==> src/sv/vfiv_pkg.sv <==
// Shared types, constants and helpers for the vortex filament velocity block.
// No dependencies; every other file refers to this package by scoped names.
package vfiv_pkg;

  localparam int unsigned JOB_N_W   = 7;
  localparam int unsigned CFG_IDX_W = 2;

  // Configuration register indexes
  localparam logic [CFG_IDX_W-1:0] REG_CIRCULATION = 2'd0;
  localparam logic [CFG_IDX_W-1:0] REG_CORE_RADIUS = 2'd1;

  localparam logic signed [31:0] CIRC_RST = 32'sd65536;
  localparam logic [30:0]        CORE_RST = 31'd6554;

  // 1/(4 pi) in unsigned Q0.32
  localparam logic [31:0] INV_4PI_Q32 = 32'd341782638;
  // Largest term magnitude, 2^56 - 1
  localparam logic [63:0] TERM_LIM = 64'h00FF_FFFF_FFFF_FFFF;

  typedef struct packed {
    logic signed [31:0] point_x;
    logic signed [31:0] point_y;
    logic signed [31:0] point_z;
    logic               last_point;
  } point_t;

  typedef struct packed {
    logic [5:0]         point_index;
    logic signed [31:0] vel_x;
    logic signed [31:0] vel_y;
    logic signed [31:0] vel_z;
    logic               last_result;
  } result_t;

  typedef struct packed {
    logic signed [31:0] x;
    logic signed [31:0] y;
    logic signed [31:0] z;
  } coord3_t;

  // One closed filament waiting for the back end
  typedef struct packed {
    logic               bank;
    logic [JOB_N_W-1:0] n;
  } job_t;

  // Back end tells the front end that a bank is free again
  typedef struct packed {
    logic done;
    logic bank;
  } bk_status_t;

  typedef enum logic [3:0] {
    B_IDLE,
    B_RD_I,
    B_RD_J,
    B_RD_K,
    B_GEOM,
    B_SQ,
    B_SQRT,
    B_DEN,
    B_CROSS,
    B_DIVI,
    B_DIV,
    B_ACC,
    B_NEXT,
    B_FIN,
    B_OUT
  } back_state_e;

  // Saturate a difference to +-(2^31 - 1)
  function automatic logic signed [31:0] clamp_comp(input logic signed [33:0] v);
    logic signed [31:0] r;
    if (v > 34'sd2147483647) begin
      r = 32'sd2147483647;
    end else if (v < -34'sd2147483647) begin
      r = -32'sd2147483647;
    end else begin
      r = v[31:0];
    end
    return r;
  endfunction

endpackage

==> src/sv/vfiv_jobq.sv <==
// Two-entry job queue between front and back end.
// Depends on vfiv_pkg for the job type.
module vfiv_jobq (
  input  logic           clk_i,
  input  logic           rst_ni,
  input  logic           push_i,
  input  vfiv_pkg::job_t job_i,
  input  logic           pop_i,
  output logic           valid_o,
  output vfiv_pkg::job_t job_o,
  output logic           full_o
);

  vfiv_pkg::job_t slot_q [2];
  logic           wr_ptr_q, rd_ptr_q;
  logic [1:0]     cnt_q;

  assign valid_o = cnt_q != 2'd0;
  assign full_o  = cnt_q == 2'd2;
  assign job_o   = slot_q[rd_ptr_q];

  // payload slots
  always_ff @(posedge clk_i) begin
    if (push_i) begin
      slot_q[wr_ptr_q] <= job_i;
    end
  end

  // pointers and fill level
  always_ff @(posedge clk_i or negedge rst_ni) begin
    if (!rst_ni) begin
      wr_ptr_q <= 1'b0;
      rd_ptr_q <= 1'b0;
      cnt_q    <= 2'd0;
    end else begin
      if (push_i) begin
        wr_ptr_q <= ~wr_ptr_q;
      end
      if (pop_i) begin
        rd_ptr_q <= ~rd_ptr_q;
      end
      cnt_q <= cnt_q + {1'b0, push_i} - {1'b0, pop_i};
    end
  end

endmodule

==> config.mk <==
export PLATFORM = sky130hd
export DESIGN_NAME = vfiv_jobq
export DESIGN_NICKNAME = d
export VERILOG_FILES = /design/src/sv/vfiv_pkg.sv /design/src/sv/vfiv_jobq.sv
export SDC_FILE = /design/constraint.sdc
export NUM_CORES = 1
export LEC_CHECK = 0
export ABC_CLOCK_PERIOD_IN_PS = 1100
export BUFFER_PORTS_ARGS = -buffer_cell sky130_fd_sc_hd__buf_2
export CELL_PAD_IN_SITES_DETAIL_PLACEMENT = 0
export CELL_PAD_IN_SITES_GLOBAL_PLACEMENT = 1
export CORE_MARGIN = 1
export CORE_UTILIZATION = 37
export CTS_CLUSTER_DIAMETER = 200
export DETAILED_ROUTE_END_ITERATION = 7
export PLACE_DENSITY = 0.8
export RECOVER_POWER = 25
export SETUP_SLACK_MARGIN = 0.1
export SLEW_MARGIN = 20
export SYNTH_ARGS = -nofsm -noshare
export SYNTH_HDL_FRONTEND = slang
export SYNTH_SLANG_ARGS = --single-unit
==> constraint.sdc <==
create_clock -name clk_i -period 1.1 [get_ports clk_i]
set_input_delay 0.165 -clock clk_i [delete_from_list [all_inputs] [get_ports clk_i]]
set_output_delay 0.165 -clock clk_i [all_outputs]
set_load 0.01 [all_outputs]
---- Word-level counts from Yosys, hierarchy flattened ----
Memory sizes are Yosys's and may differ from the RTL's.
Cells that the tools add are included.
storage, ports and cells
  bits in latches ......................... 0
  bits of input ports ..................... 12
  memories ................................ 1
  output and inout bits ................... 10
  bits in writable memories ............... 16
  memory bits (read-only) ................. 0
  logic and storage cells ................. 12
  register bits after elaboration ......... 4
cells by class
  add/sub/neg operators ................... 2
  multiply operators ...................... 0
  bitwise gates (word level) .............. 2
  $lt $le $gt $ge ......................... 0
  equality and inequality tests ........... 1
  mux-type cells .......................... 2
  shift operators ......................... 0
  div/mod/pow operators ................... 0
  reductions and logical operators ........ 1
memories
  memory  depth  bits a word  rd ports  clocked after Yosys merged registers in  write ports  line             RTL
  slot_q  2      8            1         0                                        1            vfiv_jobq.sv:14  vfiv_pkg::job_t slot_q [2];
operators with widths
  kind                count
  $add 2x1->2         1
  $eq 2x2->1 const B  1
  $mux 1              2
  $not 1->1           2
  $reduce_bool 2->1   1
  $sub 2x1->2         1

---- Longest topological paths before layout ----
  depth in word-level cells ............... 2
  depth in mapped cells ................... 5

---- Least setup slack after synthesis ----
OpenSTA, ideal clock, no wires.
  path kind ............................... register to register
  start point ............................. register wr_ptr_q
  end point ............................... memory slot_q[0][0] (netlist bit) (enable)
  setup time .............................. 373 ps
  path slack .............................. -62 ps
  arrival ................................. 789 ps
  data required time ...................... 727 ps
  period minus slack after synthesis ...... 1162 ps
  path buffers ............................ 0
  cell stages (with the launch flop) ...... 2
  cells stage by stage .................... dfrtp_1 nor2b_1
RTL lines
  element                   line             RTL
  start: declaration        vfiv_jobq.sv:15  logic wr_ptr_q, rd_ptr_q;
  start signal: assignment  vfiv_jobq.sv:37  wr_ptr_q <= ~wr_ptr_q;
  end: declaration          vfiv_jobq.sv:14
Straight into the memory's write port.

==> flow_summary.toml <==
[outcome]
status = "finished with violations"
violations = "setup timing"

[drt]
vias_per_cell = 4.33
met1_length_um = 494
routed_wl_um = 1190
ant_nets = 0
post_drt_wl_per_cell_um = 11.9
top_layer = "met3"
drc = 0
drt_iter0_drc = 2
wl_met3_um = 46
route.met2.wl_um = 644
drtPass1Iterations = 4
vias = 433

[final_layout]
fill_cells = 160
area_growth_pct = 42.9
nets = 88
drive_gt1_share_pct = 64.4
seqCellArea_sq_um = 582
multi_input_area_sq_um = 249
insertedDiodeCount = 0

[synth]
netlist_area_sq_um = 811
avgSynthCellArea_sq_um = 20.3
synth_area_leaders = "edfxtp_1 (59%), mux2_4 (15%), dfrtp_1 (12%)"
synth.distinct_cells = 11
netlist.area_leader.share_pct = 59.3
syn_inst = 40
ys_seq_area_share_pct = 71.6
syn_nets = 54
ys_seq_elements = 20
yosysTopAreaCell = "edfxtp_1"
yosysWarnings = 0

[timing]
max_freq_mhz = 700
hold_violations = 0
skew_ns = 0.00592
setup_slack_ns = -0.329
setup_violations = 12
worstMarginPinSlew_ns = 0.255
final_max_slew_viol_count = 0
min_period_over_period_pct = 130
period_needed_ns = 1.43
rsz0062_at_grt = "yes"
slew_headroom_pct = 83.0

[pwr]
cellLeakagePower_nw = 0.493
combinationalPowerShare_pct = 48.9
cellPowerDensity_mw_per_mm2 = 2490
switchingPower_mw = 0.788
p_sw_share_pct = 27.3
vdd_drop_max_mv = 1.26
finalPower_mw = 2.88
clkPwrFrac_pct = 11.8
internal_power_mw = 2.09
seqPwrFrac_pct = 39.3

[critical_path]
r2r_slack_ns = -0.16
path_cells = "buf_6 -> mux2_4 -> buf_6"
critPathCaptureType = "primary output"
cp-start-kind = "flip-flop"
critical_path_buf_inv_count = 2
slowest_stage = "dfrtp_2"
critPathArrivalTime_ns = 1.26
crit_path_frequent_cell = "buf_6"
crit_type = "reg2out"
critPathMaxFanout = 5
crit_required_ns = 0.94
critPathTopFamily = "flip-flops"
worst_path_largest_cell_delay_ns = 0.42

[die]
dieArea_sq_mm = 0.00238
rows = 16
die_w_um = 48.8
start_util_pct = 40.5
die_y_um = 48.8
io_pins = 22
coreArea_sq_mm = 0.00200

[place]
io_buffers = 21
pre_cts_ws_ns = -0.177
routabilityCongestion = 0.620

[clocking]
cts_root_buffer = "clkbuf_4"
cts_buffer_depth = 2
clk_pin_slew_worst_paths_ns = 0.10
cts_sinks = 20
cts_buffers = 3
tritoncts = "built"
htree_levels = 1
insertion_delay_ns = 0.29

[min_path]
hold_class = "in2reg"

[run]
max-cap-violations = 0

[global_routing]
grt_overflow = 0
first_global_vias = 432
antenna_found_initial = 0
grt_max_degree = 12
grt_pass1_wl_um = 1810
grtUsageTotal_pct = 10.8
==> state kept, by name, indices dropped and copies added, names as in the netlist <==
signal    cells
slot_q       16
cnt_q         2
rd_ptr_q      1
wr_ptr_q      1
==> power groups by stage <==
stage,sequential [mW],clock (mW),combinational (mW)
after detailed placement,1.21,0,0.877
final,1.13,0.339,1.41
after CTS,1.13,0.353,1.39
after global routing,1.15,0.396,1.52
after floorplan,1.12,0,0.656
after global placement,1.20,0,0.854
==> worst paths after layout <==
| check | start | end | depth (start not counted) |
|---|---|---|---|
| setup / recovery | rd_ptr_q$_DFFE_PN0P_ | job_o[4] | 3 |
| hold / removal | job_i[6] | slot_q[1][6]$_DFFE_PP_ | 1 |
| setup reg to reg | cnt_q[0]$_DFF_PN0_ | cnt_q[1]$_DFF_PN0_ | 6 |
| hold reg to reg | cnt_q[1]$_DFF_PN0_ | cnt_q[1]$_DFF_PN0_ | 1 |
| max in group asynchronous | rst_ni | rd_ptr_q$_DFFE_PN0P_ | 2 |
| min in group asynchronous | rst_ni | rd_ptr_q$_DFFE_PN0P_ | 2 |
==> final cells by class <==
cell class / count / share of cell area, %
flip-flops and latches: 20 / 50.2
repair buffers: 30 / 22.2
multi-input cells: 17 / 21.5
well taps: 27 / 2.92
inverters: 2 / 0.864
clock buffers: 4 / 2.27
==> cells by family after synthesis <==
group	Yosys count	share of synthesized area, %
XOR/XNOR	3	5.09
buffers and inverters	3	2.32
multiplexers	8	14.8
AND/OR/NAND/NOR	4	3.09
adder cells (fa/ha/maj)	2	3.09
flip-flops	20	71.6
==> layout by cell type (no fill, tap or decap) <==
cell | Yosys | final
edfxtp_1 | 16 | 16
buf_6 | 1 | 13
buf_2 | 0 | 11
mux2_4 | 8 | 8
clkbuf_4 | 0 | 3
dfrtp_1 | 4 | 3
buf_4 | 0 | 3
xor2_1 | 2 | 2
ha_4 | 0 | 2
clkbuf_1 | 0 | 2
inv_4 | 0 | 1
xor3_1 | 1 | 1
and2_4 | 0 | 1
nor2b_1 | 2 | 1
or2_4 | 0 | 1
nor2b_4 | 0 | 1
inv_2 | 0 | 1
dlygate4sd3_1 | 0 | 1
buf_12 | 0 | 1
dfrtp_2 | 0 | 1
==> cells in the mapped netlist (all sizes together) <==
cell type / n
ha: 2
or2: 1
xor2: 2
dfrtp: 4
inv: 2
nor2b: 2
and2: 1
mux2: 8
buf: 1
xor3: 1
edfxtp: 16
==> metal layers <==
layer  track usage, %  vias to the layer above
li1                 -                      212
met1             11.4                      209
met2             19.2                       12
met3             3.12                        0
met4             5.88                        0
met5                0                        -
==> metrics by stage <==
stage               hold slack [ns]  instances  TNS [ns]  cell area (sq um)  util [%]
CTS                          0.0490         99     -3.15               1150      57.6
floorplan                    -0.131         40   -0.0354                818         -
global route                 0.0308        100     -3.70               1160      57.9
detailed placement          -0.0204         90     -1.46                981      49.0
global placement            -0.0257         90     -1.34                981      49.0
finish                       0.0568        100     -3.05               1160      57.9
==> timing repair <==
| action | 4_1_cts | 5_1_grt |
|---|---|---|
| hold buffers | 1 | 0 |
| pin swaps | 1 | 1 |
| buffers inserted | 4 | 1 |
| endpoints found under the setup margin | 29 | 28 |
| endpoints found under the hold margin | 4 | 0 |
| resized for setup | 23 | 0 |
Note: power is estimated with default switching activity, not from simulation.
