## src/sv/vfiv_pkg.sv

```systemverilog
// Shared types, constants and helpers for the vortex filament velocity block.
// No dependencies; every other file refers to this package by scoped names.
package vfiv_pkg;

  localparam int unsigned JOB_N_W   = 7;
  localparam int unsigned CFG_IDX_W = 2;

  // Configuration register indexes
  localparam logic [CFG_IDX_W-1:0] REG_CIRCULATION = 2'd0;
  localparam logic [CFG_IDX_W-1:0] REG_CORE_RADIUS = 2'd1;

  localparam logic signed [31:0] CIRC_RST = 32'sd65536;
  localparam logic [30:0]        CORE_RST = 31'd6554;

  // 1/(4 pi) in unsigned Q0.32
  localparam logic [31:0] INV_4PI_Q32 = 32'd341782638;
  // Largest term magnitude, 2^56 - 1
  localparam logic [63:0] TERM_LIM = 64'h00FF_FFFF_FFFF_FFFF;

  typedef struct packed {
    logic signed [31:0] point_x;
    logic signed [31:0] point_y;
    logic signed [31:0] point_z;
    logic               last_point;
  } point_t;

  typedef struct packed {
    logic [5:0]         point_index;
    logic signed [31:0] vel_x;
    logic signed [31:0] vel_y;
    logic signed [31:0] vel_z;
    logic               last_result;
  } result_t;

  typedef struct packed {
    logic signed [31:0] x;
    logic signed [31:0] y;
    logic signed [31:0] z;
  } coord3_t;

  // One closed filament waiting for the back end
  typedef struct packed {
    logic               bank;
    logic [JOB_N_W-1:0] n;
  } job_t;

  // Back end tells the front end that a bank is free again
  typedef struct packed {
    logic done;
    logic bank;
  } bk_status_t;

  typedef enum logic [3:0] {
    B_IDLE,
    B_RD_I,
    B_RD_J,
    B_RD_K,
    B_GEOM,
    B_SQ,
    B_SQRT,
    B_DEN,
    B_CROSS,
    B_DIVI,
    B_DIV,
    B_ACC,
    B_NEXT,
    B_FIN,
    B_OUT
  } back_state_e;

  // Saturate a difference to +-(2^31 - 1)
  function automatic logic signed [31:0] clamp_comp(input logic signed [33:0] v);
    logic signed [31:0] r;
    if (v > 34'sd2147483647) begin
      r = 32'sd2147483647;
    end else if (v < -34'sd2147483647) begin
      r = -32'sd2147483647;
    end else begin
      r = v[31:0];
    end
    return r;
  endfunction

endpackage

```

## src/sv/vfiv_front.sv

```systemverilog
// Front end: takes filament points, writes them to the point store and
// queues a job when a filament closes. Depends on vfiv_pkg.
module vfiv_front #(
  parameter int unsigned MAX_POINTS = 64,
  localparam int unsigned IDX_W = $clog2(MAX_POINTS),
  localparam int unsigned CNT_W = $clog2(MAX_POINTS + 1)
) (
  input  logic                 clk_i,
  input  logic                 rst_ni,
  input  logic                 start_i,
  input  vfiv_pkg::point_t     point_i,
  input  vfiv_pkg::bk_status_t status_i,
  output logic                 busy_o,
  output logic                 wr_en_o,
  output logic [IDX_W:0]       wr_addr_o,
  output vfiv_pkg::coord3_t    wr_data_o,
  output logic                 push_o,
  output vfiv_pkg::job_t       job_o
);

  logic [CNT_W-1:0] cnt_q, cnt_d;
  logic             fill_bank_q, fill_bank_d;
  logic [1:0]       bank_busy_q, bank_busy_d;
  logic             accept, room;
  logic [CNT_W-1:0] n_next;

  assign busy_o = bank_busy_q[fill_bank_q];
  assign accept = start_i & ~busy_o;
  assign room   = cnt_q < CNT_W'(MAX_POINTS);

  // store write, points beyond the bound are dropped
  assign wr_en_o        = accept & room;
  assign wr_addr_o      = {fill_bank_q, cnt_q[IDX_W-1:0]};
  assign wr_data_o.x    = point_i.point_x;
  assign wr_data_o.y    = point_i.point_y;
  assign wr_data_o.z    = point_i.point_z;

  assign n_next   = room ? cnt_q + CNT_W'(1) : cnt_q;
  assign push_o   = accept & point_i.last_point;
  assign job_o.bank = fill_bank_q;
  assign job_o.n    = vfiv_pkg::JOB_N_W'(n_next);

  // fill count, bank select and bank ownership
  always_comb begin
    cnt_d       = cnt_q;
    fill_bank_d = fill_bank_q;
    bank_busy_d = bank_busy_q;
    if (status_i.done) begin
      bank_busy_d[status_i.bank] = 1'b0;
    end
    if (push_o) begin
      cnt_d                    = '0;
      fill_bank_d              = ~fill_bank_q;
      bank_busy_d[fill_bank_q] = 1'b1;
    end else if (wr_en_o) begin
      cnt_d = cnt_q + CNT_W'(1);
    end
  end

  always_ff @(posedge clk_i or negedge rst_ni) begin
    if (!rst_ni) begin
      cnt_q       <= '0;
      fill_bank_q <= 1'b0;
      bank_busy_q <= '0;
    end else begin
      cnt_q       <= cnt_d;
      fill_bank_q <= fill_bank_d;
      bank_busy_q <= bank_busy_d;
    end
  end

endmodule

```

## config.mk

```make
export PLATFORM = sky130hd
export DESIGN_NAME = vfiv_front
export DESIGN_NICKNAME = d
export VERILOG_FILES = /design/src/sv/vfiv_pkg.sv /design/src/sv/vfiv_front.sv
export SDC_FILE = /design/constraint.sdc
export NUM_CORES = 1
export LEC_CHECK = 0
export ABC_AREA = 1
export CORE_AREA = 2 2 84 86
export DETAILED_ROUTE_END_ITERATION = 8
export DIE_AREA = 0 0 86 88
export DONT_BUFFER_PORTS = 1
export MAX_ROUTING_LAYER = met4
export PLACE_DENSITY = 0.38
export SYNTH_ARGS = -nofsm -noshare
export SYNTH_HDL_FRONTEND = slang
export SYNTH_SLANG_ARGS = --single-unit
```

## constraint.sdc

```tcl
create_clock -name clk_i -period 4.55 [get_ports clk_i]
set_input_delay 1.1375 -clock clk_i [delete_from_list [all_inputs] [get_ports clk_i]]
set_output_delay 1.1375 -clock clk_i [all_outputs]
set_load 0.01 [all_outputs]
```

# After elaboration in Yosys (flattened, before gate mapping)

Cells that the tools add are included.

Bits in registers: 10
Bits of input ports: 102
Output and inout port bits: 114
Word-level logic and storage cells: 31

Add/sub/neg operators: 1
Magnitude comparators: 5
Mux-type cells: 11
Bitwise logic cells: 8
Reduce and logical (&&, ||, !) cells: 3

Operators by type and width:

| operator              | count |
|---|---|
| $mux W7               | 3 |
| $add A7 B1 Y7 const B | 1 |
| $lt A7 B7 Y1 const B  | 1 |
| $lt A1 B2 Y1 const B  | 2 |
| $mux W1               | 4 |
| $mux W2               | 2 |
| $and A1 B1 Y1         | 3 |
| $and A2 B2 Y2         | 1 |
| $demux W1 S1          | 2 |
| $ge A1 B1 Y1 const B  | 2 |
| $logic_and A1 B1 Y1   | 2 |
| $not A1 Y1            | 2 |
| $not A2 Y2            | 1 |
| $or A2 B2 Y2          | 1 |
| $reduce_bool A2 Y1    | 1 |

# Longest topological paths before layout

Word-level depth: 9
Depth in mapped cells: 7
Depth with buffers taken out: 7

# Least setup slack after synthesis

No wires, ideal clock.

Kind: input to output
Start point: in start_i
End point: out push_o
Arrival time: 1.405 ns
Required time: 3.413 ns
Slack: 2.007 ns
Stages: 2
Buffers on the path: 0
Cell sequence: nand4_4 > inv_1

Cells in the longest elaborated chain, start to end: 2

Ends and longest elaborated chain:

| item            | RTL line         | text |
|---|---|---|
| start, declared | vfiv_front.sv:10 | `input logic start_i,` |
| $and A1 B1 Y1   | vfiv_front.sv:28 | `assign accept = start_i & ~busy_o;` |
| $and A1 B1 Y1   | vfiv_front.sv:39 | `assign push_o = accept & point_i.last_point;` |
| end, declared   | vfiv_front.sv:17 | `output logic push_o,` |

Every way passes these cells.

==> results.md <==
* Share of the synthesized area in the top cell type at 0.536
* Diode insertion count for antenna repair at 0
* Initial DRC count at 32
* Cell with the largest stage delay on the worst path: sky130_fd_sc_hd__dfrtp_1
* Final sum of negative setup slack at 0 ps
* Post-synth top area cell: sky130_fd_sc_hd__buf_4
* Synthesized Nets at 301
* Die width at 86 um
* Pwr dens at 542 nW/um2
* Max stage delay on crit path at 570 ps
* Highest fanout seen on the critical path at 8
* Vias per cell at 4.11
* Mapped Area at 1490 um2
* Number of max-cap violations at 0
* Hold violation count in the final report at 0
* CP Launch Type: flop
* Starting density of the core at 0.224
* Die H at 88 um
* Cell chosen for the clock root: sky130_fd_sc_hd__clkbuf_8
* Final min period at 2820 ps
* CTS clk-pin slew, worst paths at 50 ps
* Synthesized instance count at 197
* Die footprint at 7570 um2
* Number of I/O pins at 216
* Chain of cells forming the critical path: ha_1 -> inv_1 -> nor2_1 -> nand3_1 -> ha_1 -> inv_1
* Total via count after detailed routing at 711
* Total wirelength of the detailed-routed design at 3.27 mm
* Final Wtd Congestion at 0.752
* Area contributors post-synth: sky130_fd_sc_hd__buf_4, sky130_fd_sc_hd__dfrtp_1, sky130_fd_sc_hd__nand2_1
* Via count of the first global-routing pass at 746
* Post-synthesis sequential element count at 10
* Kind of path behind the tightest hold check: flop to flop
* Final period utilization at 0.620
* Clock tree from TritonCTS: done
* Endpoints failing setup at 0
* Transition time at the pin with the least slew margin at 465 ps
* Layout cells sized above 1 at 0.118
* Final antenna-violating net count at 0
* Largest clock skew in the final design at 2.69 ps
* Hold buffer count at CTS at 0
* Clock tree sinks at 10
* Normalized max-slew margin at 0.687
* Number of buffers on the longest clock path at 2
* Arrival time of the worst setup path at 1680 ps
* Crit. End Element: output port
* Achievable Freq at 355 MHz
* Worst voltage drop across the vdd grid at 78.6 uV
* Clock latency at the later pin of the worst-skew pair at 230 ps
* Total leakage power at 0.372 nW
* Wire length per cell after detailed routing at 18.9 um
* Post-cts repair resize count at 0
* Maximum number of pins on one net before global-route repair at 13
* Total number of placement rows at 30
* CTS H-Tree Depth at 1
* Core region area at 6640 um2
* Setup Buffers After CTS at 0
* Worst setup endpoint: job_o[6]
* Number of iterations in the first detailed-routing pass at 4
* Final Total Pwr at 448 uW
* Net count reported at finish at 199
* Tot GR Track Use at 0.0875
* Final HPWL from detailed placement at 2.70 mm
* Residual DRC at 0
* Count of port buffers added during placement at 0
* Finished Core Util at 0.124
* Beginning of the worst register-to-register path: cnt_q[1]
* Reg-to-reg endpoint: cnt_q[6]
* Outcome: complete, no violations
* Count of cells along the worst register-to-register path at 7
* Final slew viol count at 0
* First-pass GRT wire length at 4.73 mm
* Unrepaired setup endpoints after global routing: no
* Synth unique cells at 20
* Yosys warning count at 0
* Number of buffers added by the clock tree synthesis step at 3
* Initial antenna violation count at 0
* Synthesized area per cell at 7.54 um2
* Aggregate global routing overflow at 0
* Seq/Total Area, Yosys at 0.168
* Critical path class: flop to output port
* Timing startpoint of the critical path: cnt_q[1]
* Final hold slack at 514 ps
* R2r setup slk at 2800 ps
* Area grow syn2layout at -44.4%
* Critical path required time at 3410 ps
## registers in the layout (all words and copies together) (netlist names)
name,flops
cnt_q,7
bank_busy_q,2
fill_bank_q,1
## how the worst min path moves through the flow
| stage | from | endpoint | cells after the start |
|---|---|---|---|
| finish | bank_busy_q[1] | bank_busy_q[1] | 2 |
| global route | bank_busy_q[1] | bank_busy_q[1] | 2 |
| global placement | bank_busy_q[1] | bank_busy_q[1] | 2 |
| detailed placement | bank_busy_q[1] | bank_busy_q[1] | 2 |
| floorplan | bank_busy_q[1] | bank_busy_q[1] | 2 |
| CTS | bank_busy_q[1] | bank_busy_q[1] | 2 |
## where the power goes
group	internal, mW	leakage [nW]	switching (mW)	total (mW)
Combinational	0.0520	0.219	0.128	0.180
Sequential	0.115	0.132	0.0618	0.177
Clock	0.0578	0.0216	0.0329	0.0907
## layout make-up
cell class                      instances  area (um2)
Fill cell                             753        5820
Tap cell                               80         100
Multi-Input combinational cell         68         389
Sequential cell                        10         250
Inverter                               12        45.0
Clock buffer                            3        41.3
## stage by stage
stage	worst slack, ps	cells	area [um2]
after floorplan	2010	197	1490
after global placement	1910	170	785
after detailed placement	1920	170	785
after CTS	1730	173	826
after global routing	1550	173	826
final	1730	173	826
## worst max-delay path, delay by kind of cell, from the launching register on
| kind | cells | cell delay (ps) |
|---|---|---|
| simple gates | 2 | 230 |
| fa+ha+maj | 2 | 490 |
| flops | 1 | 570 |
| buf+inv | 2 | 150 |
## cell families (layout without fill, tap and decap cells)
group,count (synthesis),after routing,synth area share
compound gates,8,8,0.0286
xor+xnor,3,3,0.0177
fa+ha+maj,2,2,0.0168
buf+inv,119,15,0.570
flops,10,10,0.168
simple gates,55,55,0.199
## cell usage after synthesis (all sizes together)
cell type,number
buf,106
nand2,32
nand3,14
inv,12
dfrtp,10
o21ai,6
nor2,5
nand4,4
ha,2
xor2,2
a21oi,1
clkbuf,1
o21bai,1
xnor2,1
## metal layers
metal	up-vias	share of wire	global-route usage
li1	301	-	-
met1	330	0.27	0.0682
met2	52	0.50	0.146
met3	28	0.17	0.0603
met4	0	0.061	0.0592
met5	-	0	-
## layout by cell type, fill, tap and decap left out, drive strengths merged
master,Yosys,layout
o21ai,6,6
nand4,4,4
a21oi,1,1
dfrtp,10,10
nand3,14,14
nand2,32,32
o21bai,1,1
clkbuf,1,3
xor2,2,2
nor2,5,5
xnor2,1,1
inv,12,12
ha,2,2
(Power assumes the default switching activity.)
